## src/hdl/efc_pkg.sv

```systemverilog
// ----------------------------------------------------------------------------
// efc_pkg: shared types and constants of the EFI to multiboot map converter
// Beat structs, class codes, hole bounds and the UEFI type classifier.
// ----------------------------------------------------------------------------
`default_nettype none

package efc_pkg;

  // Map capacity and page size
  localparam int unsigned MAX_ENTRIES = 128;
  localparam int unsigned PAGE_SHIFT  = 12;

  // Legacy hole between 640 KiB and 1 MiB
  localparam logic [63:0] HOLE_LO = 64'h0000_0000_000A_0000;
  localparam logic [63:0] HOLE_HI = 64'h0000_0000_0010_0000;

  // Depth of the queue between front and back
  localparam int unsigned QDEPTH = 2;

  // UEFI type codes that are not reserved
  localparam logic [4:0] EFI_LDR_CODE     = 5'd1;
  localparam logic [4:0] EFI_LDR_DATA     = 5'd2;
  localparam logic [4:0] EFI_BS_CODE      = 5'd3;
  localparam logic [4:0] EFI_BS_DATA      = 5'd4;
  localparam logic [4:0] EFI_CONVENTIONAL = 5'd7;
  localparam logic [4:0] EFI_ACPI_RECLAIM = 5'd9;
  localparam logic [4:0] EFI_ACPI_NVS     = 5'd10;

  // Multiboot region classes
  typedef enum logic [2:0] {
    CLS_AVAIL = 3'd1,
    CLS_RSVD  = 3'd2,
    CLS_RECL  = 3'd3,
    CLS_NVS   = 3'd4
  } cls_e;

  // Input beat
  typedef struct packed {
    logic [4:0]  efi_type;
    logic [63:0] base_addr;
    logic [51:0] page_count;
    logic        map_end;
  } in_item_t;

  // Output beat
  typedef struct packed {
    logic [63:0] entry_base;
    logic [63:0] entry_len;
    logic [2:0]  entry_type;
    logic [7:0]  entry_index;
    logic        overflow;
    logic        run_last;
  } out_item_t;

  // Classified descriptor: low part below the hole, main part, flush request
  typedef struct packed {
    logic        has_lo;
    logic [63:0] lo_base;
    logic [63:0] lo_len;
    logic        has_main;
    logic [63:0] main_base;
    logic [63:0] main_len;
    cls_e        main_cls;
    logic        flush;
  } qent_t;

  // UEFI type to multiboot class
  function automatic cls_e map_class(input logic [4:0] t);
    cls_e c;
    case (t)
      EFI_LDR_CODE, EFI_LDR_DATA, EFI_BS_CODE, EFI_BS_DATA,
      EFI_CONVENTIONAL: c = CLS_AVAIL;
      EFI_ACPI_RECLAIM: c = CLS_RECL;
      EFI_ACPI_NVS:     c = CLS_NVS;
      default:          c = CLS_RSVD;
    endcase
    return c;
  endfunction

endpackage

`default_nettype wire

```

## src/hdl/efc_front.sv

```systemverilog
// ----------------------------------------------------------------------------
// efc_front: descriptor classifier
// Maps the UEFI type, sizes the region and cuts usable memory at the hole.
// ----------------------------------------------------------------------------
`default_nettype none

module efc_front (
  input  wire              in_valid_i,
  input  efc_pkg::in_item_t in_item_i,
  input  wire              q_full_i,
  output logic             in_stall_o,
  output logic             q_push_o,
  output efc_pkg::qent_t   q_ent_o
);

  efc_pkg::cls_e cls;
  logic [63:0]   start;
  logic [63:0]   size;
  logic [63:0]   fin;
  logic          cut;

  // Classify and split
  always_comb begin
    cls   = efc_pkg::map_class(in_item_i.efi_type);
    start = in_item_i.base_addr;
    size  = 64'(in_item_i.page_count) << efc_pkg::PAGE_SHIFT;
    fin   = start + size;
    cut   = (cls == efc_pkg::CLS_AVAIL) && (start < efc_pkg::HOLE_HI) &&
            (fin > efc_pkg::HOLE_LO);

    q_ent_o.has_lo    = cut && (start < efc_pkg::HOLE_LO);
    q_ent_o.lo_base   = start;
    q_ent_o.lo_len    = efc_pkg::HOLE_LO - start;
    q_ent_o.has_main  = !(cut && (fin <= efc_pkg::HOLE_HI));
    q_ent_o.main_base = cut ? efc_pkg::HOLE_HI : start;
    q_ent_o.main_len  = cut ? (fin - efc_pkg::HOLE_HI) : size;
    q_ent_o.main_cls  = cls;
    q_ent_o.flush     = in_item_i.map_end;
  end

  // Handshake into the queue
  assign in_stall_o = q_full_i;
  assign q_push_o   = in_valid_i && !q_full_i;

endmodule

`default_nettype wire

```

## src/hdl/efc_fifo.sv

```systemverilog
// ----------------------------------------------------------------------------
// efc_fifo: short queue between classifier and merge engine
// Holds classified descriptors so each side can stall on its own.
// ----------------------------------------------------------------------------
`default_nettype none

module efc_fifo (
  input  wire             clk_i,
  input  wire             rst_ni,
  input  wire             push_i,
  input  efc_pkg::qent_t  push_ent_i,
  input  wire             pop_i,
  output logic            full_o,
  output logic            empty_o,
  output efc_pkg::qent_t  head_o
);

  localparam int unsigned PTR_W = (efc_pkg::QDEPTH > 1) ? $clog2(efc_pkg::QDEPTH) : 1;
  localparam int unsigned CNT_W = $clog2(efc_pkg::QDEPTH + 1);

  efc_pkg::qent_t     mem_q [efc_pkg::QDEPTH];
  logic [PTR_W-1:0]   wr_ptr_q, wr_ptr_d;
  logic [PTR_W-1:0]   rd_ptr_q, rd_ptr_d;
  logic [CNT_W-1:0]   cnt_q, cnt_d;
  logic               do_push, do_pop;

  assign full_o  = (cnt_q == CNT_W'(efc_pkg::QDEPTH));
  assign empty_o = (cnt_q == '0);
  assign do_push = push_i && !full_o;
  assign do_pop  = pop_i && !empty_o;
  assign head_o  = mem_q[rd_ptr_q];

  // Pointer and fill count update
  always_comb begin
    wr_ptr_d = wr_ptr_q;
    rd_ptr_d = rd_ptr_q;
    cnt_d    = cnt_q;
    if (do_push) begin
      wr_ptr_d = (wr_ptr_q == PTR_W'(efc_pkg::QDEPTH - 1)) ? '0 : wr_ptr_q + 1'b1;
    end
    if (do_pop) begin
      rd_ptr_d = (rd_ptr_q == PTR_W'(efc_pkg::QDEPTH - 1)) ? '0 : rd_ptr_q + 1'b1;
    end
    if (do_push && !do_pop) begin
      cnt_d = cnt_q + 1'b1;
    end else if (do_pop && !do_push) begin
      cnt_d = cnt_q - 1'b1;
    end
  end

  always_ff @(posedge clk_i or negedge rst_ni) begin
    if (!rst_ni) begin
      wr_ptr_q <= '0;
      rd_ptr_q <= '0;
      cnt_q    <= '0;
    end else begin
      wr_ptr_q <= wr_ptr_d;
      rd_ptr_q <= rd_ptr_d;
      cnt_q    <= cnt_d;
    end
  end

  // Storage
  always_ff @(posedge clk_i) begin
    if (do_push) begin
      mem_q[wr_ptr_q] <= push_ent_i;
    end
  end

endmodule

`default_nettype wire

```

## src/hdl/efc_back.sv

```systemverilog
// ----------------------------------------------------------------------------
// efc_back: merge engine and output register
// Walks the descriptor parts one per cycle unless stalled, merging into the
// pending entry and emitting map entries with index and overflow tracking.
// ----------------------------------------------------------------------------
`default_nettype none

module efc_back (
  input  wire                clk_i,
  input  wire                rst_ni,
  input  wire                q_empty_i,
  input  efc_pkg::qent_t     q_head_i,
  output logic               q_pop_o,
  output logic               out_valid_o,
  input  wire                out_stall_i,
  output efc_pkg::out_item_t out_item_o
);

  // Part mask bits: low region, main region, flush
  localparam int unsigned P_LO    = 0;
  localparam int unsigned P_MAIN  = 1;
  localparam int unsigned P_FLUSH = 2;

  logic               busy_q, busy_d;
  logic [2:0]         rem_q, rem_d;
  logic [2:0]         cur, sel;
  logic               last, adv;

  logic               pend_v_q, pend_v_d;
  logic [63:0]        pend_base_q, pend_base_d;
  logic [63:0]        pend_len_q, pend_len_d;
  logic [63:0]        pend_end_q, pend_end_d;
  efc_pkg::cls_e      pend_cls_q, pend_cls_d;
  logic [7:0]         cnt_q, cnt_d;
  logic               ovf_q, ovf_d;

  logic               out_v_q, out_v_d;
  efc_pkg::out_item_t out_q, out_d;

  logic               is_reg, emit, merge, full_map;
  logic [63:0]        r_base, r_len;
  efc_pkg::cls_e      r_cls;

  // Part selection and sequencing
  always_comb begin
    cur = busy_q ? rem_q :
          {q_head_i.flush, q_head_i.has_main, q_head_i.has_lo};
    if (cur[P_LO])        sel = 3'b001;
    else if (cur[P_MAIN]) sel = 3'b010;
    else if (cur[P_FLUSH]) sel = 3'b100;
    else                  sel = 3'b000;
    last = ((cur & ~sel) == 3'b000);
    adv  = !q_empty_i && (!out_v_q || !out_stall_i);

    q_pop_o = adv && last;
    busy_d  = busy_q;
    rem_d   = rem_q;
    if (adv) begin
      busy_d = !last;
      rem_d  = cur & ~sel;
    end
  end

  // Merge, emit and pending update
  always_comb begin
    is_reg = sel[P_LO] || sel[P_MAIN];
    r_base = sel[P_LO] ? q_head_i.lo_base : q_head_i.main_base;
    r_len  = sel[P_LO] ? q_head_i.lo_len  : q_head_i.main_len;
    r_cls  = sel[P_LO] ? efc_pkg::CLS_AVAIL : q_head_i.main_cls;
    merge  = pend_v_q && (pend_cls_q == r_cls) && (pend_end_q == r_base);
    emit   = adv && pend_v_q && ((is_reg && !merge) || sel[P_FLUSH]);
    full_map = (cnt_q >= 8'(efc_pkg::MAX_ENTRIES));

    pend_v_d    = pend_v_q;
    pend_base_d = pend_base_q;
    pend_len_d  = pend_len_q;
    pend_end_d  = pend_end_q;
    pend_cls_d  = pend_cls_q;
    cnt_d       = cnt_q;
    ovf_d       = ovf_q;

    if (adv && is_reg) begin
      if (merge) begin
        pend_len_d = pend_len_q + r_len;
        pend_end_d = pend_end_q + r_len;
      end else begin
        pend_v_d    = 1'b1;
        pend_base_d = r_base;
        pend_len_d  = r_len;
        pend_end_d  = r_base + r_len;
        pend_cls_d  = r_cls;
      end
    end else if (adv && sel[P_FLUSH]) begin
      pend_v_d = 1'b0;
    end

    if (emit) begin
      if (full_map) ovf_d = 1'b1;
      else          cnt_d = cnt_q + 1'b1;
    end

    // Output register
    out_d                  = out_q;
    out_d.entry_base       = pend_base_q;
    out_d.entry_len        = pend_len_q;
    out_d.entry_type       = pend_cls_q;
    out_d.entry_index      = full_map ? 8'(efc_pkg::MAX_ENTRIES) : cnt_q;
    out_d.overflow         = ovf_q || full_map;
    out_d.run_last         = last;
    if (!emit) out_d = out_q;

    if (emit)              out_v_d = 1'b1;
    else if (!out_stall_i) out_v_d = 1'b0;
    else                   out_v_d = out_v_q;
  end

  always_ff @(posedge clk_i or negedge rst_ni) begin
    if (!rst_ni) begin
      busy_q   <= 1'b0;
      rem_q    <= '0;
      pend_v_q <= 1'b0;
      cnt_q    <= '0;
      ovf_q    <= 1'b0;
      out_v_q  <= 1'b0;
    end else begin
      busy_q   <= busy_d;
      rem_q    <= rem_d;
      pend_v_q <= pend_v_d;
      cnt_q    <= cnt_d;
      ovf_q    <= ovf_d;
      out_v_q  <= out_v_d;
    end
  end

  // Payload registers
  always_ff @(posedge clk_i) begin
    pend_base_q <= pend_base_d;
    pend_len_q  <= pend_len_d;
    pend_end_q  <= pend_end_d;
    pend_cls_q  <= pend_cls_d;
    out_q       <= out_d;
  end

  assign out_valid_o = out_v_q;
  assign out_item_o  = out_q;

endmodule

`default_nettype wire

```

## src/hdl/efi_to_multiboot_memmap_converter.sv

```systemverilog
// An entry leaves from the output register in the cycle after the merge engine
// takes the part that closes it. Throughput: one descriptor part (low region,
// main region, flush) per cycle while the output is not stalled; the two-deep
// queue keeps the input open.
// Reset (rst_ni low, asynchronous) empties the queue, drops the pending entry
// and clears the entry count and the overflow flag.
// ----------------------------------------------------------------------------
// efi_to_multiboot_memmap_converter: UEFI descriptors to multiboot map
// Classifier front end, descriptor queue, merge engine with output register.
// ----------------------------------------------------------------------------
`default_nettype none

module efi_to_multiboot_memmap_converter (
  input  wire                clk_i,
  input  wire                rst_ni,
  input  wire                in_valid_i,
  output logic               in_stall_o,
  input  efc_pkg::in_item_t  in_item_i,
  output logic               out_valid_o,
  input  wire                out_stall_i,
  output efc_pkg::out_item_t out_item_o
);

  logic           q_push, q_pop, q_full, q_empty;
  efc_pkg::qent_t q_in, q_head;

  efc_front u_front (
    .in_valid_i (in_valid_i),
    .in_item_i  (in_item_i),
    .q_full_i   (q_full),
    .in_stall_o (in_stall_o),
    .q_push_o   (q_push),
    .q_ent_o    (q_in)
  );

  efc_fifo u_fifo (
    .clk_i      (clk_i),
    .rst_ni     (rst_ni),
    .push_i     (q_push),
    .push_ent_i (q_in),
    .pop_i      (q_pop),
    .full_o     (q_full),
    .empty_o    (q_empty),
    .head_o     (q_head)
  );

  efc_back u_back (
    .clk_i       (clk_i),
    .rst_ni      (rst_ni),
    .q_empty_i   (q_empty),
    .q_head_i    (q_head),
    .q_pop_o     (q_pop),
    .out_valid_o (out_valid_o),
    .out_stall_i (out_stall_i),
    .out_item_o  (out_item_o)
  );

  // Emitted class is always one of the four multiboot classes
  a_type_range: assert property (@(posedge clk_i) disable iff (!rst_ni)
    out_valid_o |-> (out_item_o.entry_type == 3'(efc_pkg::CLS_AVAIL) ||
                     out_item_o.entry_type == 3'(efc_pkg::CLS_RSVD)  ||
                     out_item_o.entry_type == 3'(efc_pkg::CLS_RECL)  ||
                     out_item_o.entry_type == 3'(efc_pkg::CLS_NVS)))
    else $error("entry_type out of range");

  // Index saturates at capacity
  a_index_range: assert property (@(posedge clk_i) disable iff (!rst_ni)
    out_valid_o |-> (out_item_o.entry_index <= 8'(efc_pkg::MAX_ENTRIES)))
    else $error("entry_index beyond capacity");

  // No overflow while the map still has room
  a_ovf_room: assert property (@(posedge clk_i) disable iff (!rst_ni)
    (out_valid_o && (out_item_o.entry_index < 8'(efc_pkg::MAX_ENTRIES)))
      |-> !out_item_o.overflow)
    else $error("overflow flagged below capacity");

endmodule

`default_nettype wire
```

## config.mk

```make
export PLATFORM = sky130hd
export DESIGN_NAME = efi_to_multiboot_memmap_converter
export DESIGN_NICKNAME = d
export VERILOG_FILES = /design/src/hdl/efc_pkg.sv /design/src/hdl/efc_front.sv /design/src/hdl/efc_fifo.sv /design/src/hdl/efc_back.sv /design/src/hdl/efi_to_multiboot_memmap_converter.sv
export SDC_FILE = /design/constraint.sdc
export NUM_CORES = 2
export LEC_CHECK = 0
export ABC_AREA = 1
export BUFFER_PORTS_ARGS = -buffer_cell sky130_fd_sc_hd__buf_2
export CELL_PAD_IN_SITES_DETAIL_PLACEMENT = 0
export CELL_PAD_IN_SITES_GLOBAL_PLACEMENT = 1
export CORE_MARGIN = 4
export CORE_UTILIZATION = 52
export CTS_BUF_LIST = sky130_fd_sc_hd__clkbuf_16
export CTS_CLUSTER_DIAMETER = 30
export CTS_CLUSTER_SIZE = 24
export DETAILED_ROUTE_END_ITERATION = 8
export GPL_TIMING_DRIVEN = 0
export PLACE_DENSITY_LB_ADDON = 0.1
export SYNTH_ARGS = -nofsm -noshare
export SYNTH_HDL_FRONTEND = slang
export SYNTH_SLANG_ARGS = --single-unit
```

## constraint.sdc

```tcl
create_clock -name clk_i -period 22.3 [get_ports clk_i]
set_input_delay 3.345 -clock clk_i [delete_from_list [all_inputs] [get_ports clk_i]]
set_output_delay 3.345 -clock clk_i [all_outputs]
set_load 0.03 [all_outputs]
```

==> impl_metrics.json <==
{
  "crit_arrival_ns": 8.12,
  "post_cts_buffers": 0,
  "hpwl_mm": 141,
  "placementRows": 114,
  "drv_cap": 1,
  "finalCriticalPeriod_ns": 7.62,
  "cp_top_family": "buffers and inverters",
  "start_util_pct": 52.3,
  "avgSynthCellArea_um2": 8.78,
  "endpoint_kind": "flip-flop",
  "clk_latency_ns": 0.77,
  "drive_above_1_share_pct": 11.8,
  "htree_levels": 4,
  "fmax_mhz": 131,
  "grt_max_degree": 105,
  "synthXorXnorAreaFrac_pct": 4.76,
  "grt_pass1_wl_mm": 252,
  "synth.distinct_cells": 58,
  "die_w_um": 320,
  "multi_input_area_um2": 20800,
  "overflow": 0,
  "crit_type": "flip-flop to flip-flop",
  "finalHoldViolCount": 0,
  "worstMarginPinSlew_ns": 1.57,
  "cp_slowest_stage_delay_ns": 0.73,
  "crit_top_cell": "nand2_1",
  "path_clk_slew_ns": 0.05,
  "drt_wl_total_mm": 174,
  "violations": "capacitance limit, slew limit",
  "nFillCells": 8201,
  "synth_seq_cells": 876,
  "finClkSkew_ns": 0.0607,
  "clock_path_buffers": 3,
  "cts_tree": "built",
  "worst_hold_path_type": "flip-flop to flip-flop",
  "cts_hold_buf": 0,
  "r2r_cells": 24,
  "antenna_left": 0,
  "first_pass_iters": 6,
  "cts_buffers": 162,
  "placed_area_um2": 54100,
  "final_area_um2": 59800,
  "viasPerCell": 5.54,
  "mappedNetlistNets": 6078,
  "fin_crit_sh_pct": 34.2,
  "ys.flop_type": "edfxtp_1",
  "synth_async_sr_flop_share_pct": 2.05,
  "synthMuxAreaShare_pct": 1.11,
  "r2r_start": "u_fifo.rd_ptr_q",
  "wl_per_cell_um": 22.8,
  "synth_top_family_by_area": "simple AND/OR/NAND/NOR gates",
  "vias": 42300,
  "start_kind": "flip-flop",
  "rrSetupSlack_ns": 14.68,
  "cts_resized": 0,
  "grt_antenna_before_repair": 1,
  "ys_warn_count": 0,
  "synth-compound-area-share_pct": 8.93,
  "grt_pass1_vias": 41500,
  "coreArea_um2": 96600,
  "regArea_um2": 26200,
  "rr_endpoint": "u_back.pend_len_q[61]",
  "synth-edff-count": 858,
  "mappedNetlistArea_um2": 50500,
  "rsz0062_at_grt": "no",
  "drtIter0Drc": 3757,
  "crit_chain": "buf_2 > buf_2 > buf_2 > clkbuf_1 > buf_1 > clkbuf_1 > nor2_1 > o31ai_1 > inv_1 > ha_1 > nand3_1 > nand2_1 > a21oi_1 > inv_1 > nand2_1 > nand2_1 > a21oi_1 > o21ai_0 > nand2_1 > inv_1 > o21ai_0 > nand3_1 > nand2_1 > o21ai_1",
  "outcome": "finished with violations",
  "area_delta_synth_final_pct": 18.2,
  "synthSimpleGateAreaFrac_pct": 21.5,
  "nets": 6539,
  "track_usage_pct": 33.3,
  "timing.critical_path.to": "u_back.pend_len_q[61]",
  "required_ns": 22.80,
  "dieArea_um2": 102000,
  "setup_viol": 0,
  "drc": 0,
  "relSlewSlack_pct": -5.45,
  "setup.worst_path.start": "u_fifo.rd_ptr_q",
  "slew_viol_final": 4,
  "numPortBuffers": 268,
  "seq_area_frac_synth_pct": 51.9,
  "cp_slowest_cell": "clkbuf_1",
  "synthCells": 5760,
  "critical_path.max_fanout": 10,
  "place.gp.congestion": 0.979,
  "cts.sinks": 876,
  "die_h_um": 320,
  "synth_fa_ha_area_share_pct": 4.80,
  "timing.critical_path.buf_inv": 9,
  "worst-path-stages": 24,
  "clock-root-buffer": "clkbuf_16",
  "io_pins": 269,
  "setup_tns_ns": 0
}
## layer usage
metal  GRT usage [%]  share of wire, %  vias up
li1                -                 -    20200
met1            41.5                39    19900
met5               0            0.0075        -
met2            56.3                48     1797
met4            18.1               6.0        2
met3            4.68               7.0      411
## worst register-to-register path: cells and delay by family, from the launching register on
kind	cells	cell delay [ns]
DFF	1	0.52
adders and majority gates	1	0.27
and+or+nand+nor	8	0.97
buffers and inverters	9	3.55
AOI/OAI and AO/OA	6	2.06
## kinds of logic after synthesis
family	after synthesis
XOR/XNOR	275
adder cells (fa/ha/maj)	192
multiplexers	56
AND/OR/NAND/NOR	2652
flip-flops	876
AO/OA/AOI/OAI	802
buffers and inverters	907
## stage by stage
stage          instances  utilization, %  setup slack, ns  hold slack [ns]
2_1_floorplan       5760               -             7.09            0.400
3_3_place_gp        7304            55.4             1.00            0.401
3_5_place_dp        7333            56.0            14.12            0.405
4_1_cts             7638            61.9            14.62            0.407
5_1_grt             7638            61.9            14.33            0.413
6_report            7639            61.9            14.68            0.411
## registers in the layout, summed over array words and instances, names as in the netlist
signal and count:
u_back.pend_end_q 64, u_fifo.wr_ptr_q 1, u_back.out_valid_o 1, u_back.pend_v_q 1, u_back.ovf_q 1, u_back.rem_q 2, u_back.busy_q 1, u_back.pend_base_q 64
u_back.cnt_q 8, u_fifo.mem_q 522, u_fifo.cnt_q 2, u_fifo.rd_ptr_q 1, u_back.pend_len_q 64, u_back.pend_cls_q 3, u_back.out_item_o 141
## layout by cell type (no fill, tap or decap), drive strengths merged, types with 3 or more instances in the layout
| cell | count |
|---|---|
| nand2 | 1516 |
| edfxtp | 858 |
| inv | 786 |
| nor2 | 660 |
| o21ai | 380 |
| buf | 362 |
| clkbuf | 255 |
| nand3 | 222 |
| a21oi | 216 |
| ha | 189 |
| xor2 | 164 |
| xnor2 | 111 |
| or2 | 81 |
| nand4 | 79 |
| clkinv | 73 |
| o211ai | 66 |
| mux2i | 56 |
| a31oi | 50 |
| nor3 | 44 |
| nor4 | 29 |
| o21a | 25 |
| a21o | 24 |
| clkinvlp | 19 |
| dfrtp | 18 |
| bufinv | 14 |
| o21bai | 9 |
| a21boi | 7 |
| and3 | 7 |
| and2 | 6 |
| o2111ai | 4 |
| nand3b | 4 |
| a211oi | 4 |
| o31ai | 3 |
| fa | 3 |
## cells in the mapped netlist (all sizes together), types with 25 or more instances
| library cell | n | area share [%] |
|---|---|---|
| nor3 | 44 | 0.45 |
| buf | 65 | 0.74 |
| nand2 | 1516 | 11 |
| a31oi | 50 | 0.62 |
| nor2 | 660 | 5.0 |
| nand3 | 222 | 2.2 |
| mux2i | 56 | 1.1 |
| ha | 189 | 4.7 |
| o211ai | 66 | 0.98 |
| a21oi | 216 | 2.1 |
| inv | 747 | 5.5 |
| nor4 | 29 | 0.36 |
| o21ai | 380 | 3.8 |
| xor2 | 164 | 2.8 |
| edfxtp | 858 | 51 |
| nand4 | 79 | 0.98 |
| o21a | 25 | 0.37 |
| or2 | 81 | 1.0 |
| xnor2 | 111 | 1.9 |
| clkbuf | 93 | 0.69 |
## cell type report
cell class                      count  area share [%]
Tap cell                         1276            2.67
Sequential cell                   876            43.9
Inverter                          749            4.71
Clock buffer                      162            6.78
Timing Repair Buffer              297            3.25
Antenna cell                        1         0.00419
Multi-Input combinational cell   3977            34.9
Buffer                            158            1.21
Clock inverter                    143            2.65
## worst min path at each step
stage | start | to | slack [ns] | depth (start not counted)
after CTS | u_back.pend_base_q[57] | u_back.out_item_o[134] | 0.41 | 0
after floorplan | u_back.pend_base_q[23] | u_back.out_item_o[100] | 0.40 | 0
after global placement | u_back.pend_base_q[11] | u_back.out_item_o[88] | 0.40 | 0
after detailed placement | u_back.pend_base_q[24] | u_back.out_item_o[101] | 0.40 | 0
after global routing | u_back.pend_base_q[57] | u_back.out_item_o[134] | 0.41 | 0
final | u_back.pend_base_q[2] | u_back.out_item_o[79] | 0.41 | 0
Power is left out: the tool's default activity adds up to more than one toggle a clock period on the data nets, which glitch-free logic cannot reach.
